<file path="config.mk">
export PLATFORM = sky130hd
export DESIGN_NAME = login_token_stream_walker_flat
export DESIGN_NICKNAME = d
export VERILOG_FILES = /design/src/rtl/ltsw_pkg.sv /design/src/rtl/ltsw_req_if.sv /design/src/rtl/ltsw_rsp_if.sv /design/src/rtl/ltsw_parser.sv /design/src/rtl/login_token_stream_walker.sv /design/src/flat_wrapper.sv
export SDC_FILE = /design/constraint.sdc
export NUM_CORES = 1
export LEC_CHECK = 0
export ABC_AREA = 1
export BUFFER_PORTS_ARGS = -buffer_cell sky130_fd_sc_hd__buf_2
export CAP_MARGIN = 0
export CELL_PAD_IN_SITES_DETAIL_PLACEMENT = 1
export CELL_PAD_IN_SITES_GLOBAL_PLACEMENT = 1
export CORE_MARGIN = 3
export CORE_UTILIZATION = 47
export CTS_CLUSTER_SIZE = 8
export DETAILED_ROUTE_END_ITERATION = 16
export PLACE_DENSITY = 0.83
export SYNTH_ARGS = -nofsm -noshare
export SYNTH_HDL_FRONTEND = slang
export SYNTH_HIERARCHICAL = 1
export SYNTH_SLANG_ARGS = --single-unit
</file>
<file path="constraint.sdc">
create_clock -name clock -period 5.11 [get_ports clock]
set_clock_uncertainty 0.1 [all_clocks]
set_input_delay 0.7665 -clock clock [delete_from_list [all_inputs] [get_ports clock]]
set_output_delay 0.7665 -clock clock [all_outputs]
set_load 0.01 [all_outputs]
</file>
<file path="src/rtl/ltsw_pkg.sv">
package ltsw_pkg;

   typedef enum logic [2:0] {
      PH_TYPE,
      PH_LEN_LO,
      PH_LEN_HI,
      PH_SKIP,
      PH_ERRHEAD,
      PH_ERRCHAR,
      PH_STOP
   } phase_type;

   localparam logic [7:0] TYPE_CLASS_MASK = 8'h30;
   localparam logic [7:0] TYPE_CLASS_VAR  = 8'h20;
   localparam logic [7:0] TYPE_LOGINACK   = 8'hAD;
   localparam logic [7:0] TYPE_ERROR      = 8'hAA;
   localparam logic [7:0] TYPE_DONE       = 8'hFD;
   localparam logic [7:0] TYPE_DONEPROC   = 8'hFE;
   localparam logic [7:0] TYPE_DONEINPROC = 8'hFF;

   localparam logic [15:0] DONE_BODY_LEN = 16'd12;
   localparam logic [15:0] ERROR_MIN_LEN = 16'd8;
   localparam logic [2:0]  COUNT_LO_OFS  = 3'd6;
   localparam logic [2:0]  COUNT_HI_OFS  = 3'd7;
   localparam logic [7:0]  ASCII_LIMIT   = 8'h80;
   localparam logic [6:0]  SUBST_CHAR    = 7'h3F;

   localparam logic KIND_CHAR    = 1'b0;
   localparam logic KIND_VERDICT = 1'b1;

   localparam int QUEUE_DEPTH = 4;
   localparam int QUEUE_PTR_W = $clog2(QUEUE_DEPTH);
   localparam int QUEUE_CNT_W = $clog2(QUEUE_DEPTH + 1);

   typedef struct packed {
      logic       result_kind;
      logic [6:0] message_char;
      logic       message_last;
      logic       login_acknowledged;
      logic       stopped_on_unknown;
      logic       last_result;
   } result_type;

   // results of one request, first one in queue order
   typedef struct packed {
      logic [1:0] count;
      result_type first;
      result_type second;
   } step_type;

endpackage

</file>
<file path="src/rtl/ltsw_req_if.sv">
interface ltsw_req_if;
   logic       valid;
   logic       ready;
   logic [7:0] data_byte;
   logic       byte_present;
   logic       end_of_stream;

   modport source (output valid, data_byte, byte_present, end_of_stream, input ready);
   modport sink (input valid, data_byte, byte_present, end_of_stream, output ready);
endinterface

</file>
<file path="src/rtl/ltsw_rsp_if.sv">
interface ltsw_rsp_if;
   logic       valid;
   logic       ready;
   logic       result_kind;
   logic [6:0] message_char;
   logic       message_last;
   logic       login_acknowledged;
   logic       stopped_on_unknown;
   logic       last_result;

   modport source (output valid, result_kind, message_char, message_last,
                   login_acknowledged, stopped_on_unknown, last_result, input ready);
   modport sink (input valid, result_kind, message_char, message_last,
                 login_acknowledged, stopped_on_unknown, last_result, output ready);
endinterface

</file>
<file path="src/rtl/ltsw_parser.sv">
module ltsw_parser (
   input  logic               clock,
   input  logic               reset,
   input  logic               take,
   input  logic [7:0]         data_byte,
   input  logic               byte_present,
   input  logic               end_of_stream,
   output ltsw_pkg::step_type step
);
   import ltsw_pkg::*;

   phase_type   phase_ff, phase_in, phase_nx;
   logic [15:0] bytes_left_ff, bytes_left_in;
   logic [7:0]  current_type_ff, current_type_in;
   logic [7:0]  length_low_ff, length_low_in;
   logic [2:0]  body_offset_ff, body_offset_in;
   logic [15:0] chars_left_ff, chars_left_in;
   logic [7:0]  char_low_ff, char_low_in;
   logic        ack_seen_ff, ack_seen_in, ack_nx;

   logic        eat;
   logic [15:0] token_len;
   logic [15:0] bytes_dec;
   logic [15:0] msg_count;
   logic [15:0] max_chars;
   logic [15:0] clamped;
   logic [15:0] chars_dec;
   phase_type   after_body;
   logic        char_emit;
   logic [6:0]  char_value;

   assign eat        = take && byte_present;
   assign token_len  = {data_byte, length_low_ff};
   assign bytes_dec  = bytes_left_ff - 16'd1;
   assign msg_count  = {data_byte, char_low_ff};
   assign max_chars  = {1'b0, bytes_dec[15:1]};
   assign clamped    = (msg_count < max_chars) ? msg_count : max_chars;
   assign chars_dec  = chars_left_ff - 16'd1;
   // token body is consumed through the byte in hand
   assign after_body = (bytes_dec != 16'd0) ? PH_SKIP : PH_TYPE;

   // next phase
   always_comb begin
      phase_nx = phase_ff;
      if (eat) begin
         unique case (phase_ff)
            PH_TYPE: begin
               if ((data_byte & TYPE_CLASS_MASK) == TYPE_CLASS_VAR) begin
                  phase_nx = PH_LEN_LO;
               end else if (data_byte == TYPE_DONE || data_byte == TYPE_DONEPROC ||
                            data_byte == TYPE_DONEINPROC) begin
                  phase_nx = PH_SKIP;
               end else begin
                  phase_nx = PH_STOP;
               end
            end
            PH_LEN_LO: phase_nx = PH_LEN_HI;
            PH_LEN_HI: begin
               if (current_type_ff == TYPE_ERROR && token_len >= ERROR_MIN_LEN) begin
                  phase_nx = PH_ERRHEAD;
               end else begin
                  phase_nx = (token_len != 16'd0) ? PH_SKIP : PH_TYPE;
               end
            end
            PH_SKIP: begin
               if (bytes_dec == 16'd0) begin
                  phase_nx = PH_TYPE;
               end
            end
            PH_ERRHEAD: begin
               if (body_offset_ff == COUNT_HI_OFS) begin
                  phase_nx = (clamped != 16'd0) ? PH_ERRCHAR : after_body;
               end
            end
            PH_ERRCHAR: begin
               if (body_offset_ff[0] && chars_dec == 16'd0) begin
                  phase_nx = after_body;
               end
            end
            PH_STOP: phase_nx = PH_STOP;
            default: phase_nx = PH_TYPE;
         endcase
      end
      phase_in = (take && end_of_stream) ? PH_TYPE : phase_nx;
   end

   // datapath registers
   always_comb begin
      bytes_left_in   = bytes_left_ff;
      current_type_in = current_type_ff;
      length_low_in   = length_low_ff;
      body_offset_in  = body_offset_ff;
      chars_left_in   = chars_left_ff;
      char_low_in     = char_low_ff;
      ack_nx          = ack_seen_ff;
      if (eat) begin
         case (phase_ff)
            PH_TYPE: begin
               current_type_in = data_byte;
               if (data_byte == TYPE_DONE || data_byte == TYPE_DONEPROC ||
                   data_byte == TYPE_DONEINPROC) begin
                  if ((data_byte & TYPE_CLASS_MASK) != TYPE_CLASS_VAR) begin
                     bytes_left_in = DONE_BODY_LEN;
                  end
               end
            end
            PH_LEN_LO: length_low_in = data_byte;
            PH_LEN_HI: begin
               bytes_left_in  = token_len;
               body_offset_in = '0;
               if (current_type_ff == TYPE_LOGINACK) begin
                  ack_nx = 1'b1;
               end
            end
            PH_SKIP: bytes_left_in = bytes_dec;
            PH_ERRHEAD: begin
               bytes_left_in  = bytes_dec;
               // offset wraps to zero after the count: only its parity matters later
               body_offset_in = body_offset_ff + 3'd1;
               if (body_offset_ff == COUNT_LO_OFS) begin
                  char_low_in = data_byte;
               end
               if (body_offset_ff == COUNT_HI_OFS) begin
                  chars_left_in = clamped;
               end
            end
            PH_ERRCHAR: begin
               bytes_left_in  = bytes_dec;
               body_offset_in = body_offset_ff + 3'd1;
               if (!body_offset_ff[0]) begin
                  char_low_in = data_byte;
               end else begin
                  chars_left_in = chars_dec;
               end
            end
            default: ;
         endcase
      end
      ack_seen_in = ack_nx;
      if (take && end_of_stream) begin
         bytes_left_in   = '0;
         current_type_in = '0;
         length_low_in   = '0;
         body_offset_in  = '0;
         chars_left_in   = '0;
         char_low_in     = '0;
         ack_seen_in     = 1'b0;
      end
   end

   assign char_emit  = eat && phase_ff == PH_ERRCHAR && body_offset_ff[0];
   assign char_value = (data_byte == 8'd0 && char_low_ff < ASCII_LIMIT) ?
                       char_low_ff[6:0] : SUBST_CHAR;

   // results of the request in hand
   always_comb begin
      result_type chr;
      result_type vrd;
      chr.result_kind        = KIND_CHAR;
      chr.message_char       = char_value;
      chr.message_last       = (chars_dec == 16'd0);
      chr.login_acknowledged = 1'b0;
      chr.stopped_on_unknown = 1'b0;
      chr.last_result        = !end_of_stream;
      vrd.result_kind        = KIND_VERDICT;
      vrd.message_char       = '0;
      vrd.message_last       = 1'b0;
      vrd.login_acknowledged = ack_nx;
      vrd.stopped_on_unknown = (phase_nx == PH_STOP);
      vrd.last_result        = 1'b1;
      step.first  = char_emit ? chr : vrd;
      step.second = vrd;
      step.count  = {1'b0, char_emit} + {1'b0, take && end_of_stream};
   end

   always_ff @(posedge clock) begin
      if (reset) begin
         phase_ff        <= PH_TYPE;
         bytes_left_ff   <= '0;
         current_type_ff <= '0;
         length_low_ff   <= '0;
         body_offset_ff  <= '0;
         chars_left_ff   <= '0;
         char_low_ff     <= '0;
         ack_seen_ff     <= 1'b0;
      end else begin
         phase_ff        <= phase_in;
         bytes_left_ff   <= bytes_left_in;
         current_type_ff <= current_type_in;
         length_low_ff   <= length_low_in;
         body_offset_ff  <= body_offset_in;
         chars_left_ff   <= chars_left_in;
         char_low_ff     <= char_low_in;
         ack_seen_ff     <= ack_seen_in;
      end
   end

   a_stop_holds: assert property (@(posedge clock) disable iff (reset)
      (phase_ff == PH_STOP && !(take && end_of_stream)) |=> phase_ff == PH_STOP)
      else $error("stopped parser resumed before end of stream");

   a_eos_clears: assert property (@(posedge clock) disable iff (reset)
      (take && end_of_stream) |=> (phase_ff == PH_TYPE && !ack_seen_ff))
      else $error("state not cleared after end of stream");

   a_char_phase: assert property (@(posedge clock) disable iff (reset)
      char_emit |-> chars_left_ff != 16'd0)
      else $error("character emitted with empty message count");

endmodule

</file>
<file path="src/rtl/login_token_stream_walker.sv">
// Walks a login-response token stream, one byte per request, and takes a new
// request in every cycle while the result queue has room for two results.
// Each byte is decoded in the same cycle it is taken; its results (at most an
// error character and the end-of-stream verdict) enter a four-entry queue and
// leave one per cycle, while the receiver is ready, on the response channel, so
// a request that ends the stream after a character yields two responses. Results
// are registered in the queue before they are offered.
module login_token_stream_walker (
   input logic       clock,
   input logic       reset,
   ltsw_req_if.sink  req,
   ltsw_rsp_if.source rsp
);
   import ltsw_pkg::*;

   result_type               queue_ff [QUEUE_DEPTH];
   logic [QUEUE_PTR_W-1:0]   wr_ptr_ff, wr_ptr_in;
   logic [QUEUE_PTR_W-1:0]   rd_ptr_ff, rd_ptr_in;
   logic [QUEUE_CNT_W-1:0]   count_ff, count_in;
   logic                     take;
   logic                     pop;
   step_type                 step;
   logic [QUEUE_PTR_W-1:0]   wr_next;
   result_type               head;

   assign req.ready = (count_ff <= QUEUE_CNT_W'(QUEUE_DEPTH - 2));
   assign take      = req.valid && req.ready;
   assign pop       = rsp.valid && rsp.ready;

   ltsw_parser u_parser (
      .clock         (clock),
      .reset         (reset),
      .take          (take),
      .data_byte     (req.data_byte),
      .byte_present  (req.byte_present),
      .end_of_stream (req.end_of_stream),
      .step          (step)
   );

   assign wr_next   = wr_ptr_ff + QUEUE_PTR_W'(1);
   assign wr_ptr_in = wr_ptr_ff + QUEUE_PTR_W'(step.count);
   assign rd_ptr_in = rd_ptr_ff + QUEUE_PTR_W'(pop);
   assign count_in  = count_ff + QUEUE_CNT_W'(step.count) - QUEUE_CNT_W'(pop);

   always_ff @(posedge clock) begin
      if (step.count != 2'd0) begin
         queue_ff[wr_ptr_ff] <= step.first;
      end
      if (step.count == 2'd2) begin
         queue_ff[wr_next] <= step.second;
      end
   end

   always_ff @(posedge clock) begin
      if (reset) begin
         wr_ptr_ff <= '0;
         rd_ptr_ff <= '0;
         count_ff  <= '0;
      end else begin
         wr_ptr_ff <= wr_ptr_in;
         rd_ptr_ff <= rd_ptr_in;
         count_ff  <= count_in;
      end
   end

   assign head                   = queue_ff[rd_ptr_ff];
   assign rsp.valid              = (count_ff != '0);
   assign rsp.result_kind        = head.result_kind;
   assign rsp.message_char       = head.message_char;
   assign rsp.message_last       = head.message_last;
   assign rsp.login_acknowledged = head.login_acknowledged;
   assign rsp.stopped_on_unknown = head.stopped_on_unknown;
   assign rsp.last_result        = head.last_result;

   a_no_overflow: assert property (@(posedge clock) disable iff (reset)
      count_ff <= QUEUE_CNT_W'(QUEUE_DEPTH))
      else $error("result queue overflow");

   a_room_on_take: assert property (@(posedge clock) disable iff (reset)
      take |-> count_ff <= QUEUE_CNT_W'(QUEUE_DEPTH - 2))
      else $error("request taken without room for two results");

   a_verdict_queued: assert property (@(posedge clock) disable iff (reset)
      (take && req.end_of_stream) |=> rsp.valid)
      else $error("end of stream left no verdict in the queue");

   a_only_take_writes: assert property (@(posedge clock) disable iff (reset)
      !take |-> step.count == 2'd0)
      else $error("results produced without a request");

endmodule

</file>
<file path="src/flat_wrapper.sv">
// flat-port wrapper written by rule: the top's interface ports become plain ports
module login_token_stream_walker_flat import ltsw_pkg::*;
  (clock, reset, req_valid, req_data_byte, req_byte_present, req_end_of_stream, req_ready, rsp_valid, rsp_result_kind, rsp_message_char, rsp_message_last, rsp_login_acknowledged, rsp_stopped_on_unknown, rsp_last_result, rsp_ready);
  ltsw_req_if req_i ();
  ltsw_rsp_if rsp_i ();
  input logic clock;
  input logic reset;
  input wire logic [$bits(req_i.valid)-1:0] req_valid;
  input wire logic [$bits(req_i.data_byte)-1:0] req_data_byte;
  input wire logic [$bits(req_i.byte_present)-1:0] req_byte_present;
  input wire logic [$bits(req_i.end_of_stream)-1:0] req_end_of_stream;
  output wire logic [$bits(req_i.ready)-1:0] req_ready;
  output wire logic [$bits(rsp_i.valid)-1:0] rsp_valid;
  output wire logic [$bits(rsp_i.result_kind)-1:0] rsp_result_kind;
  output wire logic [$bits(rsp_i.message_char)-1:0] rsp_message_char;
  output wire logic [$bits(rsp_i.message_last)-1:0] rsp_message_last;
  output wire logic [$bits(rsp_i.login_acknowledged)-1:0] rsp_login_acknowledged;
  output wire logic [$bits(rsp_i.stopped_on_unknown)-1:0] rsp_stopped_on_unknown;
  output wire logic [$bits(rsp_i.last_result)-1:0] rsp_last_result;
  input wire logic [$bits(rsp_i.ready)-1:0] rsp_ready;
  assign req_i.valid = req_valid;
  assign req_i.data_byte = req_data_byte;
  assign req_i.byte_present = req_byte_present;
  assign req_i.end_of_stream = req_end_of_stream;
  assign req_ready = req_i.ready;
  assign rsp_valid = rsp_i.valid;
  assign rsp_result_kind = rsp_i.result_kind;
  assign rsp_message_char = rsp_i.message_char;
  assign rsp_message_last = rsp_i.message_last;
  assign rsp_login_acknowledged = rsp_i.login_acknowledged;
  assign rsp_stopped_on_unknown = rsp_i.stopped_on_unknown;
  assign rsp_last_result = rsp_i.last_result;
  assign rsp_i.ready = rsp_ready;
  login_token_stream_walker u_core (.clock(clock), .reset(reset), .req(req_i), .rsp(rsp_i));
endmodule
</file>
# --- Word level (Yosys, flattened, before mapping) ---
# Memories as Yosys holds them, arrays and structs flattened. A register that Yosys moved wholly into a read port is not among the register bits.
# Index checks and enable logic that the tools add are counted.
op_classes:
  addsub: 9
  reduce_logical: 33
  order_cmp: 4
  n_mux: 32
  eq_ne: 23
ops:
  columns: ["op", "n"]
  rows:
  - ["$mux W16", 5]
  - ["$pmux W16 S3", 1]
  - ["$reduce_bool A16 Y1", 3]
  - ["$eq A8 B8 Y1 const B", 5]
  - ["$logic_not A16 Y1", 2]
  - ["$pmux W16 S2", 1]
  - ["$sub A16 B1 Y16 const B", 2]
  - ["$mux W3", 8]
  - ["$pmux W3 S7", 1]
  - ["$eq A3 B3 Y1 const B", 6]
  - ["$ge A16 B4 Y1 const B", 1]
  - ["$lt A16 B15 Y1", 1]
  - ["$mux W8", 2]
  - ["$pmux W8 S2", 1]
  - ["$ne A2 B2 Y1 const B", 7]
  - ["$mux W12", 1]
  - ["$reduce_and A4 Y1", 3]
  - ["$logic_and A1 B1 Y1", 9]
  - ["$logic_not A8 Y1", 1]
  - ["$lt A8 B8 Y1 const B", 1]
  - ["$mux W1", 7]
  - ["$mux W7", 1]
  - ["$eq A3 B2 Y1 const B", 2]
  - ["$mux W2", 3]
  - ["19 further kinds", 27]
word_totals:
  memories: 1
  register_bits: 70
  word_cells: 113
  ramBits: 48
  out_inout_bits: 14
  inputBits: 14
memory_table:
  columns: ["name", "words", "width", "read_ports", "rd_ports_with_merged_regs", "wr", "line_no", "rtl"]
  rows:
  - ["u_core.queue_ff", 4, 12, 1, 1, 2, "login_token_stream_walker.sv:16", "result_type queue_ff [QUEUE_DEPTH];"]

# --- Logic depth before layout (Yosys ltp) ---
logic_depth:
  depth_word: 10
  mapped_depth: 32
  mapped_depth_nobuf: 31

# --- By module ---
# Netlist, hierarchy kept.
modules_own_cells:
  columns: ["mod", "cells_per_inst", "instances", "area_per_inst_um2"]
  rows:
  - ["ltsw_parser", 706, 1, 4501.8]
  - ["login_token_stream_walker", 291, 1, 2951.6]

# --- Worst setup path before layout ---
# No wires, ideal clock.
synth_path:
  kind: "register to register"
  start: "register u_core.u_parser.bytes_left_ff[0]"
  end: "memory u_core/queue_ff[0][1] (netlist name), data pin"
  stages_incl_launch_ff: 27
  t_arrival_ns: 3.371
  synth_period_minus_slack_ns: 3.616
  path_slack_ns: 1.494
  cell_sequence: "dfxtp_1 inv_1 ha_1 nand2_1 nor3_1 nand4_1 xor2_1 ha_1 a21o_1 a211oi_1 nand2_2 inv_4 nand2_4 buf_6 nand2_1 nand2_1 nor2_1 nand2_1 nor2_2 nand3b_1 nand2_1 nand2_1 nand2_2 nand3_2 nor2_1 nand2_1 o21ai_1"
synth_rtl:
  columns: ["item", "line_no", "rtl"]
  rows:
  - ["start, declared", "ltsw_parser.sv:13", "logic [15:0] bytes_left_ff, bytes_left_in;"]
  - ["start signal, assigned", "ltsw_parser.sv:188", "bytes_left_ff <= bytes_left_in;"]
  - ["end, declared", "login_token_stream_walker.sv:16", null]

==> qor.yml <==
status: "completed"
coreArea_sq_mm: 0.0154
clock_latency_ns: 0.43
grt_max_degree: 35
hp-class: "flop to flop"
syn_avg_cell_area_sq_um: 7.48
die_h_microns: 132
port_buffers: 27
drive_gt1_frac: 0.146
grt_pass1_wl_microns: 37400
worst-path-max-fanout: 16
netlist_area_sq_mm: 0.00745
yosys_warnings: 6
drv_slew: 0
area_growth_pct: 10.9
synth_area_leaders: "edfxtp_1, dfxtp_1, nand2_1"
post-route-min-period_ns: 4.36
ir_worst_vdd_v: 0.000227
wire_per_inst_microns: 18.6
tns_ns: 0
grt.overflow.total: 0
worstSetupEndpointType: "flop"
timing.rr.start: "u_core/u_parser/bytes_left_ff[1]"
startpoint_type: "flop"
maxSlewHeadroom: 0.237
grt_pass1_vias: 7105
cp.required_ns: 5.26
initial_core_util: 0.485
crit_path_start: "u_core/u_parser/bytes_left_ff[1]"
antenna_found_initial: 0
fin_nets: 1051
max_freq_mhz: 229
r2r_cells: 25
maxCapViolCount: 0
syn_inst: 997
reg2reg_setup_slack_ns: 0.75
p_leak_nw: 3.45
routed_wl_microns: 23000
yosysUniqueCellTypes: 54
post_cts_buffers: 0
seq_area_frac_synth: 0.381
drc: 0
drt_iter0_markers: 500
diodes: 0
synth_edf_count: 48
cts_buffer_depth: 2
cts_buffers: 17
hold_viol: 0
criticalPathCategory: "flop to flop"
ys.flop_type: "dfxtp_1"
synth_commonest_cells: "nand2_1, nor2_1, inv_1"
via_per_inst: 5.62
post-synth-top-count-cell: "nand2_1"
hpwl_microns: 15700
dr.pass1.iters: 4
total_power_w: 0.00289
cts-resized-gates: 0
ctsRootBufferMaster: "clkbuf_16"
die_x_microns: 132
rows: 45
hold_buffers: 0
rsz0062_at_grt: "false"
r2r_end: "u_core/queue_ff[2][1]"
num_io_pins: 28
synth_top_area_frac: 0.193
htree_levels: 4
powerDensity_mw_per_mm2: 350
setup_viol: 0
fin_crit_sh: 0.854
postRouteAntennaNets: 0
synth_seq_cells: 118
synth_top_area_cell: "edfxtp_1"
endpoint: "u_core/queue_ff[2][1]"
async_reset_ff_frac: 0
crit_arrival_ns: 4.52
routabilityCongestion: 0.925
dieArea_sq_mm: 0.0174
tightest_slew_ns: 1.14
num_vias: 6950
groute.usage.overall: 0.267
clk_pin_slew_ns: 0.06
cts_tree: "done"
clock_sinks: 118
==> cells in the final DEF (no fill, tap or decap), types with 9 or more instances in the layout <==
cell type | netlist | final
edfxtp_1 | 48 | 48
buf_2 | 4 | 27
o22ai_1 | 12 | 12
nor2_1 | 121 | 120
inv_1 | 108 | 108
nand2_2 | 15 | 15
buf_4 | 12 | 10
nand4_1 | 21 | 21
nand3_1 | 33 | 33
ha_1 | 23 | 23
nand2_1 | 198 | 198
nor3_1 | 13 | 13
o21ai_0 | 74 | 74
o21ai_2 | 32 | 32
conb_1 | 2 | 10
dfxtp_1 | 70 | 70
o21ai_1 | 17 | 17
a21oi_1 | 59 | 59
clkbuf_16 | 0 | 19
xor2_1 | 15 | 15
o211ai_1 | 9 | 9
==> logic make-up after synthesis <==
| kind of cell | count (synthesis) | share of synthesized area |
|---|---|---|
| other | 2 | 0.00101 |
| and+or+nand+nor | 433 | 0.262 |
| AOI/OAI and AO/OA | 232 | 0.188 |
| buffers and inverters | 166 | 0.100 |
| DFF | 118 | 0.381 |
| adders and majority gates | 24 | 0.0413 |
| xor gates and xnor gates | 22 | 0.0259 |
==> layer usage <==
layer	wire (microns)	track usage	share of wire
met5	0	0	0
met4	567	0.0881	0.025
met3	790	0.0412	0.034
met2	11000	0.444	0.48
met1	10700	0.358	0.46
==> power breakdown <==
part           switching (W)  leakage [nW]  internal (W)
combinational       0.000440          2.16      0.000191
sequential         0.0000432         0.998       0.00102
clock               0.000488         0.290      0.000704
==> flip-flops by register name, indices dropped and copies added (netlist names), 3 cells and up <==
register and cells:
u_core/count_ff 3, u_core/u_parser/phase_ff 3, u_core/u_parser/body_offset_ff 3, u_core/u_parser/current_type_ff 8
u_core/u_parser/char_low_ff 8, u_core/queue_ff 48, u_core/u_parser/chars_left_ff 16, u_core/u_parser/length_low_ff 8
u_core/u_parser/bytes_left_ff 16
==> per-stage QoR <==
stage	area [sq um]	worst slack (ns)	instances	hold WS, ns	util
finish	8270	0.748	1237	0.356	0.538
detailed placement	7680	0.868	1205	0.353	0.500
CTS	8270	0.767	1237	0.362	0.538
global route	8270	0.238	1237	0.394	0.538
floorplan	7480	1.49	1005	0.330	-
global placement	7680	1.00	1205	0.350	0.500
==> worst max-delay path, stage by stage (launching register included) <==
cell	delay, ns
dfxtp_1	0.33
inv_1	0.11
ha_1	0.19
nand2_1	0.14
nor3_1	0.31
nand4_1	0.16
xor2_1	0.32
ha_1	0.32
a21o_1	0.16
a211oi_1	0.24
nand2_2	0.10
inv_4	0.15
nand2_4	0.14
nand2_1	0.09
nand2_1	0.10
nor2_1	0.14
nand2_1	0.08
nor2_2	0.12
nand3b_1	0.09
nand2_1	0.06
nand2_1	0.06
nand2_2	0.07
nand3_2	0.10
nor2_1	0.30
nand2_1	0.10
o21ai_1	0.10
==> layout make-up <==
class / instances / area, sq um
Inverter: 118 / 445
Fill cell: 1951 / 7100
Sequential cell: 118 / 2840
Multi-Input combinational cell: 721 / 3920
Timing Repair Buffer: 37 / 210
Clock buffer: 20 / 489
Clock inverter: 12 / 101
Tap cell: 211 / 264
==> how the worst min path moves through the flow <==
stage                                        from                                 end  slack (ns)  cells after the start
6_report       u_core/u_parser/current_type_ff[6]  u_core/u_parser/current_type_ff[6]        0.36                      2
3_3_place_gp   u_core/u_parser/current_type_ff[6]  u_core/u_parser/current_type_ff[6]        0.35                      2
2_1_floorplan  u_core/u_parser/current_type_ff[6]  u_core/u_parser/current_type_ff[6]        0.33                      2
4_1_cts        u_core/u_parser/current_type_ff[6]  u_core/u_parser/current_type_ff[6]        0.36                      2
3_5_place_dp   u_core/u_parser/current_type_ff[6]  u_core/u_parser/current_type_ff[6]        0.35                      2
5_1_grt        u_core/u_parser/current_type_ff[6]  u_core/u_parser/current_type_ff[6]        0.39                      2
Note: power is estimated with default switching activity, not from simulation.
